<file path="src/design/hcgs_pkg.sv">
// ----------------------------------------------------------------------------
// hcgs_pkg
// Shared types and constants for the hill-climbing graph search block.
// ----------------------------------------------------------------------------
`default_nettype none

package hcgs_pkg;

    localparam int NODES   = 16;
    localparam int NODE_W  = $clog2(NODES);
    localparam int CNT_W   = NODE_W + 1;
    localparam int VAL_W   = 16;
    localparam int MAX_OUT = 16;

    // request commands
    typedef enum logic [1:0] {
        CMD_LOAD_ROW = 2'd0,
        CMD_LOAD_VAL = 2'd1,
        CMD_SEARCH   = 2'd2,
        CMD_NONE     = 2'd3
    } t_cmd;

    // result status codes
    typedef enum logic [1:0] {
        ST_PATH     = 2'd0,
        ST_NOTFOUND = 2'd1,
        ST_SAME     = 2'd2
    } t_status;

    // search sequencer states
    typedef enum logic [2:0] {
        S_IDLE,
        S_POP,
        S_SCAN,
        S_INS,
        S_PUSH,
        S_RES,
        S_PATH
    } t_state;

    // one request as decoded by the top level
    typedef struct packed {
        t_cmd                    cmd;
        logic [NODE_W-1:0]       node_index;
        logic [NODES-1:0]        row_bits;
        logic signed [VAL_W-1:0] node_value;
        logic [NODE_W-1:0]       start_node;
        logic [NODE_W-1:0]       target_node;
    } t_req;

    // one result item
    typedef struct packed {
        t_status           status;
        logic [NODE_W-1:0] path_node;
        logic              last;
    } t_res;

endpackage

`default_nettype wire

</file>
<file path="src/design/hcgs_core.sv">
// ----------------------------------------------------------------------------
// hcgs_core
// Graph storage and the search sequencer: pop, successor scan with a
// one-step-per-cycle sorted insert, push, and parent-path walk.
// ----------------------------------------------------------------------------
`default_nettype none

module hcgs_core (
    input  wire                          i_clk,
    input  wire                          i_rst_n,
    input  wire                          i_req_valid,
    input  wire hcgs_pkg::t_req          i_req,
    output logic                         o_idle,
    input  wire [hcgs_pkg::CNT_W-1:0]    i_limit,
    output logic                         o_res_valid,
    output hcgs_pkg::t_res               o_res,
    input  wire                          i_res_ready
);
    import hcgs_pkg::*;

    // graph storage
    logic [NODES-1:0]        r_adj   [NODES];
    logic signed [VAL_W-1:0] r_heur  [NODES];
    logic [NODE_W-1:0]       r_par   [NODES];

    // search working state
    logic [NODE_W-1:0]       r_stack [NODES];
    logic [NODE_W-1:0]       r_cb    [NODES];
    logic signed [VAL_W-1:0] r_cbv   [NODES];
    logic [NODES-1:0]        r_open, r_closed, r_row;
    logic [CNT_W-1:0]        r_top, r_m, r_i, r_v, r_cnt;
    logic [NODE_W-1:0]       r_u, r_s, r_t, r_cur;
    logic signed [VAL_W-1:0] r_hv;
    t_res                    r_res;
    t_state                  r_state, n_state;

    logic [NODE_W-1:0] w_vi;
    logic [NODE_W-1:0] w_top1;
    logic [NODE_W-1:0] w_m1;
    logic [NODE_W-1:0] w_i1;
    logic              w_take;
    logic              w_shift;
    logic              w_done;

    assign w_vi    = r_v[NODE_W-1:0];
    assign w_top1  = NODE_W'(r_top - CNT_W'(1));
    assign w_m1    = NODE_W'(r_m - CNT_W'(1));
    assign w_i1    = NODE_W'(r_i - CNT_W'(1));
    assign w_take  = r_row[w_vi] && !(r_open[w_vi] || r_closed[w_vi]);
    assign w_shift = (r_i != '0) && (r_cbv[w_i1] > r_hv);
    assign w_done  = (r_cur == r_s) || (r_cnt == CNT_W'(MAX_OUT - 1));

    // state register
    always_ff @(posedge i_clk) begin
        if (!i_rst_n) begin
            r_state <= S_IDLE;
        end else begin
            r_state <= n_state;
        end
    end

    // next state and result outputs
    always_comb begin
        n_state     = r_state;
        o_res_valid = 1'b0;
        o_res       = r_res;
        unique case (r_state)
            S_IDLE: begin
                if (i_req_valid && i_req.cmd == CMD_SEARCH) begin
                    n_state = (i_req.start_node == i_req.target_node) ? S_RES : S_POP;
                end
            end
            S_POP: n_state = S_SCAN;
            S_SCAN: begin
                if (r_v >= i_limit) begin
                    n_state = S_PUSH;
                end else if (w_take) begin
                    n_state = (w_vi == r_t) ? S_PATH : S_INS;
                end
            end
            S_INS: begin
                if (!w_shift) n_state = S_SCAN;
            end
            S_PUSH: begin
                if (!(r_m != '0 && r_top < CNT_W'(NODES))) begin
                    n_state = (r_top == '0) ? S_RES : S_POP;
                end
            end
            S_RES: begin
                o_res_valid = 1'b1;
                if (i_res_ready) n_state = S_IDLE;
            end
            S_PATH: begin
                o_res_valid = 1'b1;
                o_res       = '{status: ST_PATH, path_node: r_cur, last: w_done};
                if (i_res_ready && w_done) n_state = S_IDLE;
            end
            default: n_state = S_IDLE;
        endcase
    end

    assign o_idle = (r_state == S_IDLE);

    // control counters
    always_ff @(posedge i_clk) begin
        if (!i_rst_n) begin
            r_top <= '0;
            r_m   <= '0;
            r_i   <= '0;
            r_v   <= '0;
            r_cnt <= '0;
        end else begin
            unique case (r_state)
                S_IDLE: begin
                    r_top <= CNT_W'(1);
                    r_cnt <= '0;
                end
                S_POP: begin
                    r_top <= r_top - CNT_W'(1);
                    r_v   <= '0;
                    r_m   <= '0;
                end
                S_SCAN: begin
                    if (r_v < i_limit) begin
                        if (w_take) begin
                            r_i <= r_m;
                        end else begin
                            r_v <= r_v + CNT_W'(1);
                        end
                    end
                end
                S_INS: begin
                    if (w_shift) begin
                        r_i <= r_i - CNT_W'(1);
                    end else begin
                        r_m <= r_m + CNT_W'(1);
                        r_v <= r_v + CNT_W'(1);
                    end
                end
                S_PUSH: begin
                    if (r_m != '0 && r_top < CNT_W'(NODES)) begin
                        r_m   <= r_m - CNT_W'(1);
                        r_top <= r_top + CNT_W'(1);
                    end
                end
                S_PATH: begin
                    if (i_res_ready && !w_done) r_cnt <= r_cnt + CNT_W'(1);
                end
                default: ;
            endcase
        end
    end

    // storage and datapath
    always_ff @(posedge i_clk) begin
        unique case (r_state)
            S_IDLE: begin
                if (i_req_valid) begin
                    if (i_req.cmd == CMD_LOAD_ROW) r_adj[i_req.node_index] <= i_req.row_bits;
                    if (i_req.cmd == CMD_LOAD_VAL) r_heur[i_req.node_index] <= i_req.node_value;
                    if (i_req.cmd == CMD_SEARCH) begin
                        r_s        <= i_req.start_node;
                        r_t        <= i_req.target_node;
                        r_stack[0] <= i_req.start_node;
                        r_open     <= NODES'(1) << i_req.start_node;
                        r_closed   <= '0;
                        r_res      <= '{status: ST_SAME, path_node: i_req.start_node,
                                        last: 1'b1};
                    end
                end
            end
            S_POP: begin
                r_u      <= r_stack[w_top1];
                r_row    <= r_adj[r_stack[w_top1]];
                r_open   <= r_open & ~(NODES'(1) << r_stack[w_top1]);
                r_closed <= r_closed | (NODES'(1) << r_stack[w_top1]);
            end
            S_SCAN: begin
                if (r_v < i_limit && w_take) begin
                    r_par[w_vi] <= r_u;
                    r_hv        <= r_heur[w_vi];
                    r_cur       <= r_t;
                end
            end
            S_INS: begin
                // one step of the sorted insert
                if (w_shift) begin
                    r_cb[r_i[NODE_W-1:0]]  <= r_cb[w_i1];
                    r_cbv[r_i[NODE_W-1:0]] <= r_cbv[w_i1];
                end else begin
                    r_cb[r_i[NODE_W-1:0]]  <= w_vi;
                    r_cbv[r_i[NODE_W-1:0]] <= r_hv;
                end
            end
            S_PUSH: begin
                if (r_m != '0 && r_top < CNT_W'(NODES)) begin
                    r_stack[r_top[NODE_W-1:0]] <= r_cb[w_m1];
                    r_open <= r_open | (NODES'(1) << r_cb[w_m1]);
                end else if (r_top == '0) begin
                    r_res <= '{status: ST_NOTFOUND, path_node: '0, last: 1'b1};
                end
            end
            S_PATH: begin
                if (i_res_ready && !w_done) r_cur <= r_par[r_cur];
            end
            default: ;
        endcase
    end

endmodule

`default_nettype wire

</file>
<file path="src/design/hill_climbing_graph_search.sv">
// ----------------------------------------------------------------------------
// hill_climbing_graph_search
// Hill-climbing search with backtracking over a loaded 16-node graph.
// ----------------------------------------------------------------------------
// Usage:
//   Slave channel carries requests: tuser = command (load row, load value,
//   search), tdata = node_index, row_bits, node_value, start, target.
//   Loads give no result. A search runs in a sequencer that pops one node,
//   scans successors one per cycle while no new child is being inserted,
//   moves one position per step in the sorted insert of each new child,
//   and pushes one child per cycle.
//   o_s_tready is low while a search runs or its results are emitted.
//   Master channel gives results: tuser = status, tdata = path node,
//   tlast = final result. A path gives one result per cycle, up to 16.
//   An output register holds each result; a stalled receiver stalls the
//   path walk, and a new request may be taken while the final result waits.
//   The config channel writes num_states; it is ready only while no search
//   runs, so a search always sees one node count from start to end.
//   Synchronous reset idles the sequencer, clears its counters and the output
//   valid, sets num_states to 16 and leaves the graph storage unwritten.
// ----------------------------------------------------------------------------
`default_nettype none

module hill_climbing_graph_search (
    input  wire         i_clk,
    input  wire         i_rst_n,
    input  wire         i_s_tvalid,
    output logic        o_s_tready,
    input  wire  [47:0] i_s_tdata,  // node_index, row_bits, node_value, start_node, target_node
    input  wire  [1:0]  i_s_tuser,  // command
    output logic        o_m_tvalid,
    input  wire         i_m_tready,
    output logic [7:0]  o_m_tdata,  // path_node
    output logic [1:0]  o_m_tuser,  // status
    output logic        o_m_tlast,
    input  wire         i_cfg_valid,
    output logic        o_cfg_ready,
    input  wire  [4:0]  i_cfg_data
);
    import hcgs_pkg::*;

    logic [4:0]       r_num;
    logic [CNT_W-1:0] w_limit;
    t_req             w_req;
    logic             w_idle;
    logic             w_res_valid;
    logic             w_res_ready;
    t_res             w_res;
    t_res             r_out;
    logic             r_ovalid;

    // config register, written only between searches
    assign o_cfg_ready = w_idle;
    always_ff @(posedge i_clk) begin
        if (!i_rst_n) begin
            r_num <= 5'd16;
        end else if (i_cfg_valid && o_cfg_ready) begin
            r_num <= i_cfg_data;
        end
    end
    assign w_limit = (r_num > 5'(NODES)) ? CNT_W'(NODES) : CNT_W'(r_num);

    // request decode
    assign w_req = '{cmd:         t_cmd'(i_s_tuser),
                     node_index:  i_s_tdata[3:0],
                     row_bits:    i_s_tdata[19:4],
                     node_value:  i_s_tdata[35:20],
                     start_node:  i_s_tdata[39:36],
                     target_node: i_s_tdata[43:40]};
    assign o_s_tready = w_idle;

    hcgs_core u_core (
        .i_clk       (i_clk),
        .i_rst_n     (i_rst_n),
        .i_req_valid (i_s_tvalid),
        .i_req       (w_req),
        .o_idle      (w_idle),
        .i_limit     (w_limit),
        .o_res_valid (w_res_valid),
        .o_res       (w_res),
        .i_res_ready (w_res_ready)
    );

    // output register
    assign w_res_ready = !r_ovalid || i_m_tready;
    always_ff @(posedge i_clk) begin
        if (!i_rst_n) begin
            r_ovalid <= 1'b0;
        end else if (w_res_ready) begin
            r_ovalid <= w_res_valid;
        end
    end
    always_ff @(posedge i_clk) begin
        if (w_res_ready && w_res_valid) r_out <= w_res;
    end

    assign o_m_tvalid = r_ovalid;
    assign o_m_tdata  = {4'b0, r_out.path_node};
    assign o_m_tuser  = r_out.status;
    assign o_m_tlast  = r_out.last;

endmodule

`default_nettype wire

</file>
<file path="config.mk">
export PLATFORM = sky130hd
export DESIGN_NAME = hill_climbing_graph_search
export DESIGN_NICKNAME = d
export VERILOG_FILES = /design/src/design/hcgs_pkg.sv /design/src/design/hcgs_core.sv /design/src/design/hill_climbing_graph_search.sv
export SDC_FILE = /design/constraint.sdc
export NUM_CORES = 1
export LEC_CHECK = 0
export BUFFER_PORTS_ARGS = -buffer_cell sky130_fd_sc_hd__buf_4
export CAP_MARGIN = 40
export CORE_MARGIN = 4
export CORE_UTILIZATION = 52
export DETAILED_ROUTE_END_ITERATION = 12
export GPL_TIMING_DRIVEN = 0
export PLACE_DENSITY_LB_ADDON = 0.25
export SYNTH_ARGS = -nofsm -noshare
export SYNTH_HDL_FRONTEND = slang
export SYNTH_SLANG_ARGS = --single-unit
</file>
<file path="constraint.sdc">
create_clock -name i_clk -period 15.7 [get_ports i_clk]
set_clock_uncertainty 0.2 [all_clocks]
set_input_delay 0 -clock i_clk [delete_from_list [all_inputs] [get_ports i_clk]]
set_output_delay 0 -clock i_clk [all_outputs]
set_load 0.02 [all_outputs]
</file>
======== After elaboration in Yosys (flattened, before gate mapping) ========
Memories as Yosys holds them, arrays and structs flattened. A register that Yosys moved wholly into a read port is not among the register bits.
Cells that the tools add are included.
Widths: inputs -> output; s select.
cells by class
  add/sub/neg operators ................... 7
  $mul .................................... 0
  divide/modulo/power cells ............... 0
  order comparisons ....................... 6
  eq/ne operators ......................... 28
  shifts and indexed selects .............. 3
  multiplexer cells ....................... 80
  bitwise logic cells ..................... 6
  reductions and logical operators ........ 42
operators by type and width
  cell                  number
  $mux 16               6
  $mux 5                12
  $pmux 16 s3           1
  $shl 1x4->16 const A  3
  $pmux 5 s3            3
  $or 16x16->16         2
  $pmux 16 s2           1
  $mux 3                10
  $mux 1                29
  $mux 7                4
  $mux 4                6
  $ne 2x1->1 const B    11
  $pmux 3 s7            1
  $add 5x1->5 const B   4
  $pmux 5 s2            2
  $and 16x16->16        1
  $gt 16x16->1          1
  $not 16->16           1
  $sub 5x1->5 const B   3
  $pmux 7 s2            1
  $bmux 1 s4            3
  $eq 4x4->1            3
  $reduce_and 3->1      4
  $reduce_and 4->1      3
  other kinds (29)      57
word-level totals
  register bits ........................... 96
  latch bits .............................. 0
  memory bits (writable) .................. 960
  bits in read-only memories .............. 0
  input port bits ......................... 60
  logic and storage cells ................. 198
  memories kept ........................... 6
memory list
  name            depth  bits a word  rd ports  clocked after memory_dff  wr ports  RTL line         text
  u_core.r_adj    16     16           1         1                         1         hcgs_core.sv:22  logic [NODES-1:0] r_adj [NODES];
  u_core.r_cbv    16     16           1         0                         1         hcgs_core.sv:29  logic signed [VAL_W-1:0] r_cbv [NODES];
  u_core.r_heur   16     16           1         1                         1         hcgs_core.sv:23  logic signed [VAL_W-1:0] r_heur [NODES];
  u_core.r_cb     16     4            2         0                         1         hcgs_core.sv:28  logic [NODE_W-1:0] r_cb [NODES];
  u_core.r_par    16     4            1         1                         1         hcgs_core.sv:24  logic [NODE_W-1:0] r_par [NODES];
  u_core.r_stack  16     4            1         0                         1         hcgs_core.sv:27  logic [NODE_W-1:0] r_stack [NODES];

======== Longest topological paths before layout ========
  word-level depth ........................ 9
  depth in mapped cells ................... 19
  mapped depth without buffers ............ 14

======== Hierarchy ========
Synthesis repeated with hierarchy kept, for this count alone.
unflattened totals
  cells, all modules ...................... 2392
  area total of the unflattened synthesis .. 45041.9 um^2
modules (own cells, without submodules)
  module                      instances  cells each  area an instance (um^2)  seq. area each (um^2)
  hcgs_core                   1          2347        44505.2                  32050.7
  hill_climbing_graph_search  1          45          536.8                    330.3

======== Worst setup path before layout ========
OpenSTA, ideal clock, no wires.
  kind .................................... reg2reg
  start ................................... register u_core.r_i[0]
  end ..................................... memory u_core.r_cbv[0][0] (data pin)
  library setup time ...................... 0.330 ns
  arrival ................................. 5.098 ns
  required time ........................... 15.170 ns
  setup slack ............................. 10.072 ns
  stages on the path, launching flop included .. 18
  buffers on the path ..................... 5
  path through ............................ dfxtp_1 buf_2 buf_1 inv_1 ha_1 clkbuf_1 clkbuf_1 mux4_2 mux4_2 ha_1 and4_1 nor4b_1 nor2_1 o21ai_0 a21oi_1 nor2_1 clkbuf_1 o21ai_0
on the way
  cells in the longest elaborated chain, start to end .. 8
RTL lines
  item                          RTL line          text
  from (decl)                   hcgs_core.sv:31   logic [CNT_W-1:0] r_top, r_m, r_i, r_v, r_cnt;
  from (signal assigned)        hcgs_core.sv:126  r_i <= r_m;
  from (signal assigned)        hcgs_core.sv:134  r_i <= r_i - CNT_W'(1);
  $sub 5x1->5                   hcgs_core.sv:48   assign w_i1 = NODE_W'(r_i - CNT_W'(1));
  $mem_v2 16x16                 --
  $gt 16x16->1                  hcgs_core.sv:50   assign w_shift = (r_i != '0) && (r_cbv[w_i1] > r_hv);
  $logic_and 1x1->1             hcgs_core.sv:50
  $mux 1                        hcgs_core.sv:187  if (w_shift) begin
  $mux 1                        hcgs_core.sv:156  unique case (r_state)
  $mux 1 (implied by the code)  hcgs_core.sv:192  r_cbv[r_i[NODE_W-1:0]] <= r_hv;
  $mux 16 (no source line) *    --
  to (decl)                     hcgs_core.sv:29
Every way passes the cells marked *; elsewhere a longest branch is shown, timed or not.

======== Final worst setup path ========
  start ................................... register u_core.r_i[0]
  end ..................................... memory u_core.r_cbv[2][0] (data pin)
Same word-level chain as after synthesis.

==> results summary <==
The flow ran to the end, and the final reports show no timing, DRC or antenna violations. The share of the yosys chip area belonging to registers is between 70 and 80%. The global placer's final weighted congestion came out at 0.896.

The core area came out at about 85,000 µm². Entering global routing, the biggest net connects 30 pins. The smallest clock period supported by the final layout is computed as between 7 and 8 ns. The storage element area came out at about 32,000 µm². The max-capacitance violation count is 0. The measured slew at the worst slew-check pin came out at about 0.91 ns.

The die is roughly 300 µm tall. The number of global-route vias before repair came to around 26,000. The biggest area contributor in the post-synthesis netlist is sky130_fd_sc_hd__edfxtp_1.

The average size of a mapped cell is between 15 and 20 µm². The detailed-route via count is roughly 25,000. The max-slew violation total from the final report came out at 0. The source-to-sink clock delay at the later pin of the worst-skew pair came out at approximately 0.7 ns. The die outline area is roughly 90,000 µm².

The boundary pin count came out at 74. The cell area after synthesis came out at between 40,000 and 50,000 µm². The most common flop cell mapped by yosys is sky130_fd_sc_hd__edfxtp_1. The initialized floorplan defines 107 standard-cell rows.

The clock slew seen by the registers of the worst setup and hold paths came out at approximately 0.060 ns. In the layout the commonest cells are sky130_fd_sc_hd__edfxtp_1, sky130_fd_sc_hd__nand2_1, sky130_fd_sc_hd__mux4_2. After global routing the overflow that remains totals 0. The fraction of layout instances using a drive strength above 1 is 23.3%. The effective utilization at floorplan came out at 52.3%.

The overall routing resource usage came out at between 20% and 30%. At the worst endpoint, the arrival time is around 7.2 ns. The number of different library cells used by synthesis comes to 77. The total number of yosys warnings came out at 0. Detailed placement finished with a half-perimeter wire length of ~74,000 µm. The CTS buffer count came out at 107. The synthesized design contains between 1,000 and 1,500 enable-type register cells. The count of TritonRoute iterations in the first routing pass came out at 8. For this run, asynchronously set or reset flops after synthesis account for 0%.

In this run the static leakage power is about 17 nW. In the final layout, the multi-input gates occupy roughly 12,000 µm². The number of setup violations in the final report is 0.

The clock tree buffer depth came out at 3. The setup path with the least slack is of type reg -> reg. After detailed routing, the average wire length per cell comes to between 20 and 30 µm. The tightest min-delay check is of the in -> reg type. The fraction of the cycle the final worst path needs came out at ~45%. The depth of the worst register-to-register path is 18.

The clock tree from TritonCTS is yes. The final setup TNS is 0 ns. The area share of the largest cell type after synthesis is a little under three quarters. The die is about 300 µm wide. The wire length of the first global-routing pass is between 150,000 and 200,000 µm. The maximum level of the CTS H-tree is 3. CTS placed an instance of sky130_fd_sc_hd__clkbuf_16 at the clock tree root. The kind of start point of the critical path is a register. The remaining number of nets flagged by the antenna check after routing is 0. In the routed design, unresolved DRC markers number 0. The starting DRC count in detailed routing came out at roughly 3,300. In the post-synthesis netlist, the biggest area contributors are sky130_fd_sc_hd__edfxtp_1, sky130_fd_sc_hd__mux4_2, sky130_fd_sc_hd__nand2_1, sky130_fd_sc_hd__dfxtp_1, sky130_fd_sc_hd__a21oi_1. The TritonCTS sink count is 1,091. After layout, the design draws a total of a little over 9 mW. Counting instances, the worst hold path has a depth of 2. Power spread over the standard cell area amounts to about 180 nW/µm². Setup repair after global routing left no endpoint under its margin. The final-stage net count came out at ~3,000. The count of mapped cells out of synthesis is around 2,500.

The number of hold violations in the final report is 0. The routed wire length came out at roughly 110,000 µm. The required time of the critical path came out at 15.91 ns.

The number of synthesized register bits is 1,091. IR analysis of the VDD net gives a maximum drop of approximately 0.16 mV. The ratio of routed vias to standard cells came out at ~6.1. The number of antenna violations at the first check in global routing was 2. Leaving out fill and tap cells, the most frequent cell in the layout is sky130_fd_sc_hd__edfxtp_1. The number of buffers inserted by port buffering is 64. The filler cell count in the final layout is 5,969. The synthesis-to-finish area growth is 18.2%. The relative slew slack came out at between 30% and 40%. The kind of end point of the critical path is a register. Timing would allow up to between 0.1 and 0.15 GHz.

The quantity of gates resized following cts came out at 0. The maximum fanout count along the critical path came out at 12.
## layout make-up
class                      instances  area share (%)
timing repair buffer             243            5.11
multi-input combinational       1247            21.9
inverter                          48           0.347
clock inverter                    77            1.85
buffer                           145            1.25
clock buffer                     124            5.32
tap                             1144            2.72
antenna                            1         0.00475
sequential                      1091            61.5
## what timing repair did
item,in CTS,in global routing
hold buffers,105,0
hold endpoints to repair,989,0
buffers inserted,0,0
## logic make-up after synthesis
group | count (synthesis) | share of synthesized area [%]
and+or+nand+nor | 564 | 5.76
adders and majority gates | 38 | 1.07
DFF | 1091 | 72.7
other | 1 | 0.00841
muxes | 292 | 13.4
AOI/OAI and AO/OA | 326 | 4.81
buffers and inverters | 193 | 1.89
xor gates and xnor gates | 23 | 0.452
## synthesized netlist by cell type, types with 10 or more instances
cell,n
sky130_fd_sc_hd__nand2b_1,18
sky130_fd_sc_hd__mux2i_1,21
sky130_fd_sc_hd__dfxtp_1,38
sky130_fd_sc_hd__o21ai_0,24
sky130_fd_sc_hd__inv_1,46
sky130_fd_sc_hd__xnor2_1,10
sky130_fd_sc_hd__nand2_1,253
sky130_fd_sc_hd__mux4_2,239
sky130_fd_sc_hd__nor2_1,149
sky130_fd_sc_hd__nor4b_1,11
sky130_fd_sc_hd__and2_1,31
sky130_fd_sc_hd__a21oi_1,116
sky130_fd_sc_hd__mux2_2,32
sky130_fd_sc_hd__buf_1,25
sky130_fd_sc_hd__o211ai_1,21
sky130_fd_sc_hd__clkbuf_1,73
sky130_fd_sc_hd__a211oi_1,40
sky130_fd_sc_hd__edfxtp_1,1053
sky130_fd_sc_hd__buf_2,34
sky130_fd_sc_hd__xor2_1,13
sky130_fd_sc_hd__ha_1,38
sky130_fd_sc_hd__nor3_1,20
sky130_fd_sc_hd__a311oi_1,11
sky130_fd_sc_hd__nand3_1,29
sky130_fd_sc_hd__o221ai_1,11
sky130_fd_sc_hd__a31oi_1,28
## state kept, by name, summed over array words and instances (netlist names), 6 cells and up, named ones only
register	flops
u_core.r_heur	256
u_core.r_row	16
u_core.r_res	6
u_core.r_cbv	256
u_core.r_stack	64
u_core.r_cb	64
u_core.r_par	64
u_core.r_closed	16
u_core.r_open	16
u_core.r_adj	256
u_core.r_hv	16
## worst paths after layout
path                   startpoint                   to  slack [ns]
setup / recovery    u_core.r_i[0]   u_core.r_cbv[2][0]        8.69
hold / removal      i_s_tdata[22]  u_core.r_heur[9][2]        0.04
setup reg to reg    u_core.r_i[0]   u_core.r_cbv[2][0]        8.69
hold reg to reg   u_core.r_cnt[4]      u_core.r_cnt[4]        0.33
## stage by stage
stage	worst slack (ns)	util, %	area (µm²)	instances	hold slack (ns)
4_1_cts	8.75	61.9	52700	4119	0.00131
3_3_place_gp	7.89	54.6	46500	3739	-0.00522
3_5_place_dp	8.80	56.2	47900	3813	-0.00816
5_1_grt	8.35	61.9	52700	4119	0.0284
2_1_floorplan	10.07	-	44600	2531	-0.101
6_report	8.69	61.9	52700	4120	0.0434
## metal layers
metal | vias to the layer above | part of all wire, % | GRT usage, %
li1 | 10800 | - | -
met1 | 13000 | 40 | 34.0
met2 | 1241 | 50 | 40.3
met3 | 217 | 7.9 | 4.14
met4 | 2 | 2.6 | 6.76
met5 | - | 0.012 | 0
## worst max-delay path, stage by stage, from the launching register on
cell                       delay, ns
sky130_fd_sc_hd__dfxtp_1        0.45
sky130_fd_sc_hd__buf_2          0.36
sky130_fd_sc_hd__buf_1          0.21
sky130_fd_sc_hd__inv_1          0.13
sky130_fd_sc_hd__ha_1           0.31
sky130_fd_sc_hd__clkbuf_1       0.42
sky130_fd_sc_hd__clkbuf_1       0.73
sky130_fd_sc_hd__mux4_2         0.43
sky130_fd_sc_hd__mux4_2         0.52
sky130_fd_sc_hd__ha_1           0.31
sky130_fd_sc_hd__nand4_1        0.23
sky130_fd_sc_hd__nor4b_1        0.55
sky130_fd_sc_hd__nor2_1         0.14
sky130_fd_sc_hd__o21ai_0        0.10
sky130_fd_sc_hd__a21oi_1        0.15
sky130_fd_sc_hd__nor2_1         0.27
sky130_fd_sc_hd__clkbuf_1       0.62
sky130_fd_sc_hd__o21ai_0        0.33
sky130_fd_sc_hd__buf_2          0.26
## where the power goes
part           switching, mW  internal (mW)  leakage, nW
sequential            0.0912           3.44         9.81
clock                   1.09           1.64         1.83
combinational           2.05          0.976         5.32
Note: power is estimated with default switching activity, not from simulation.
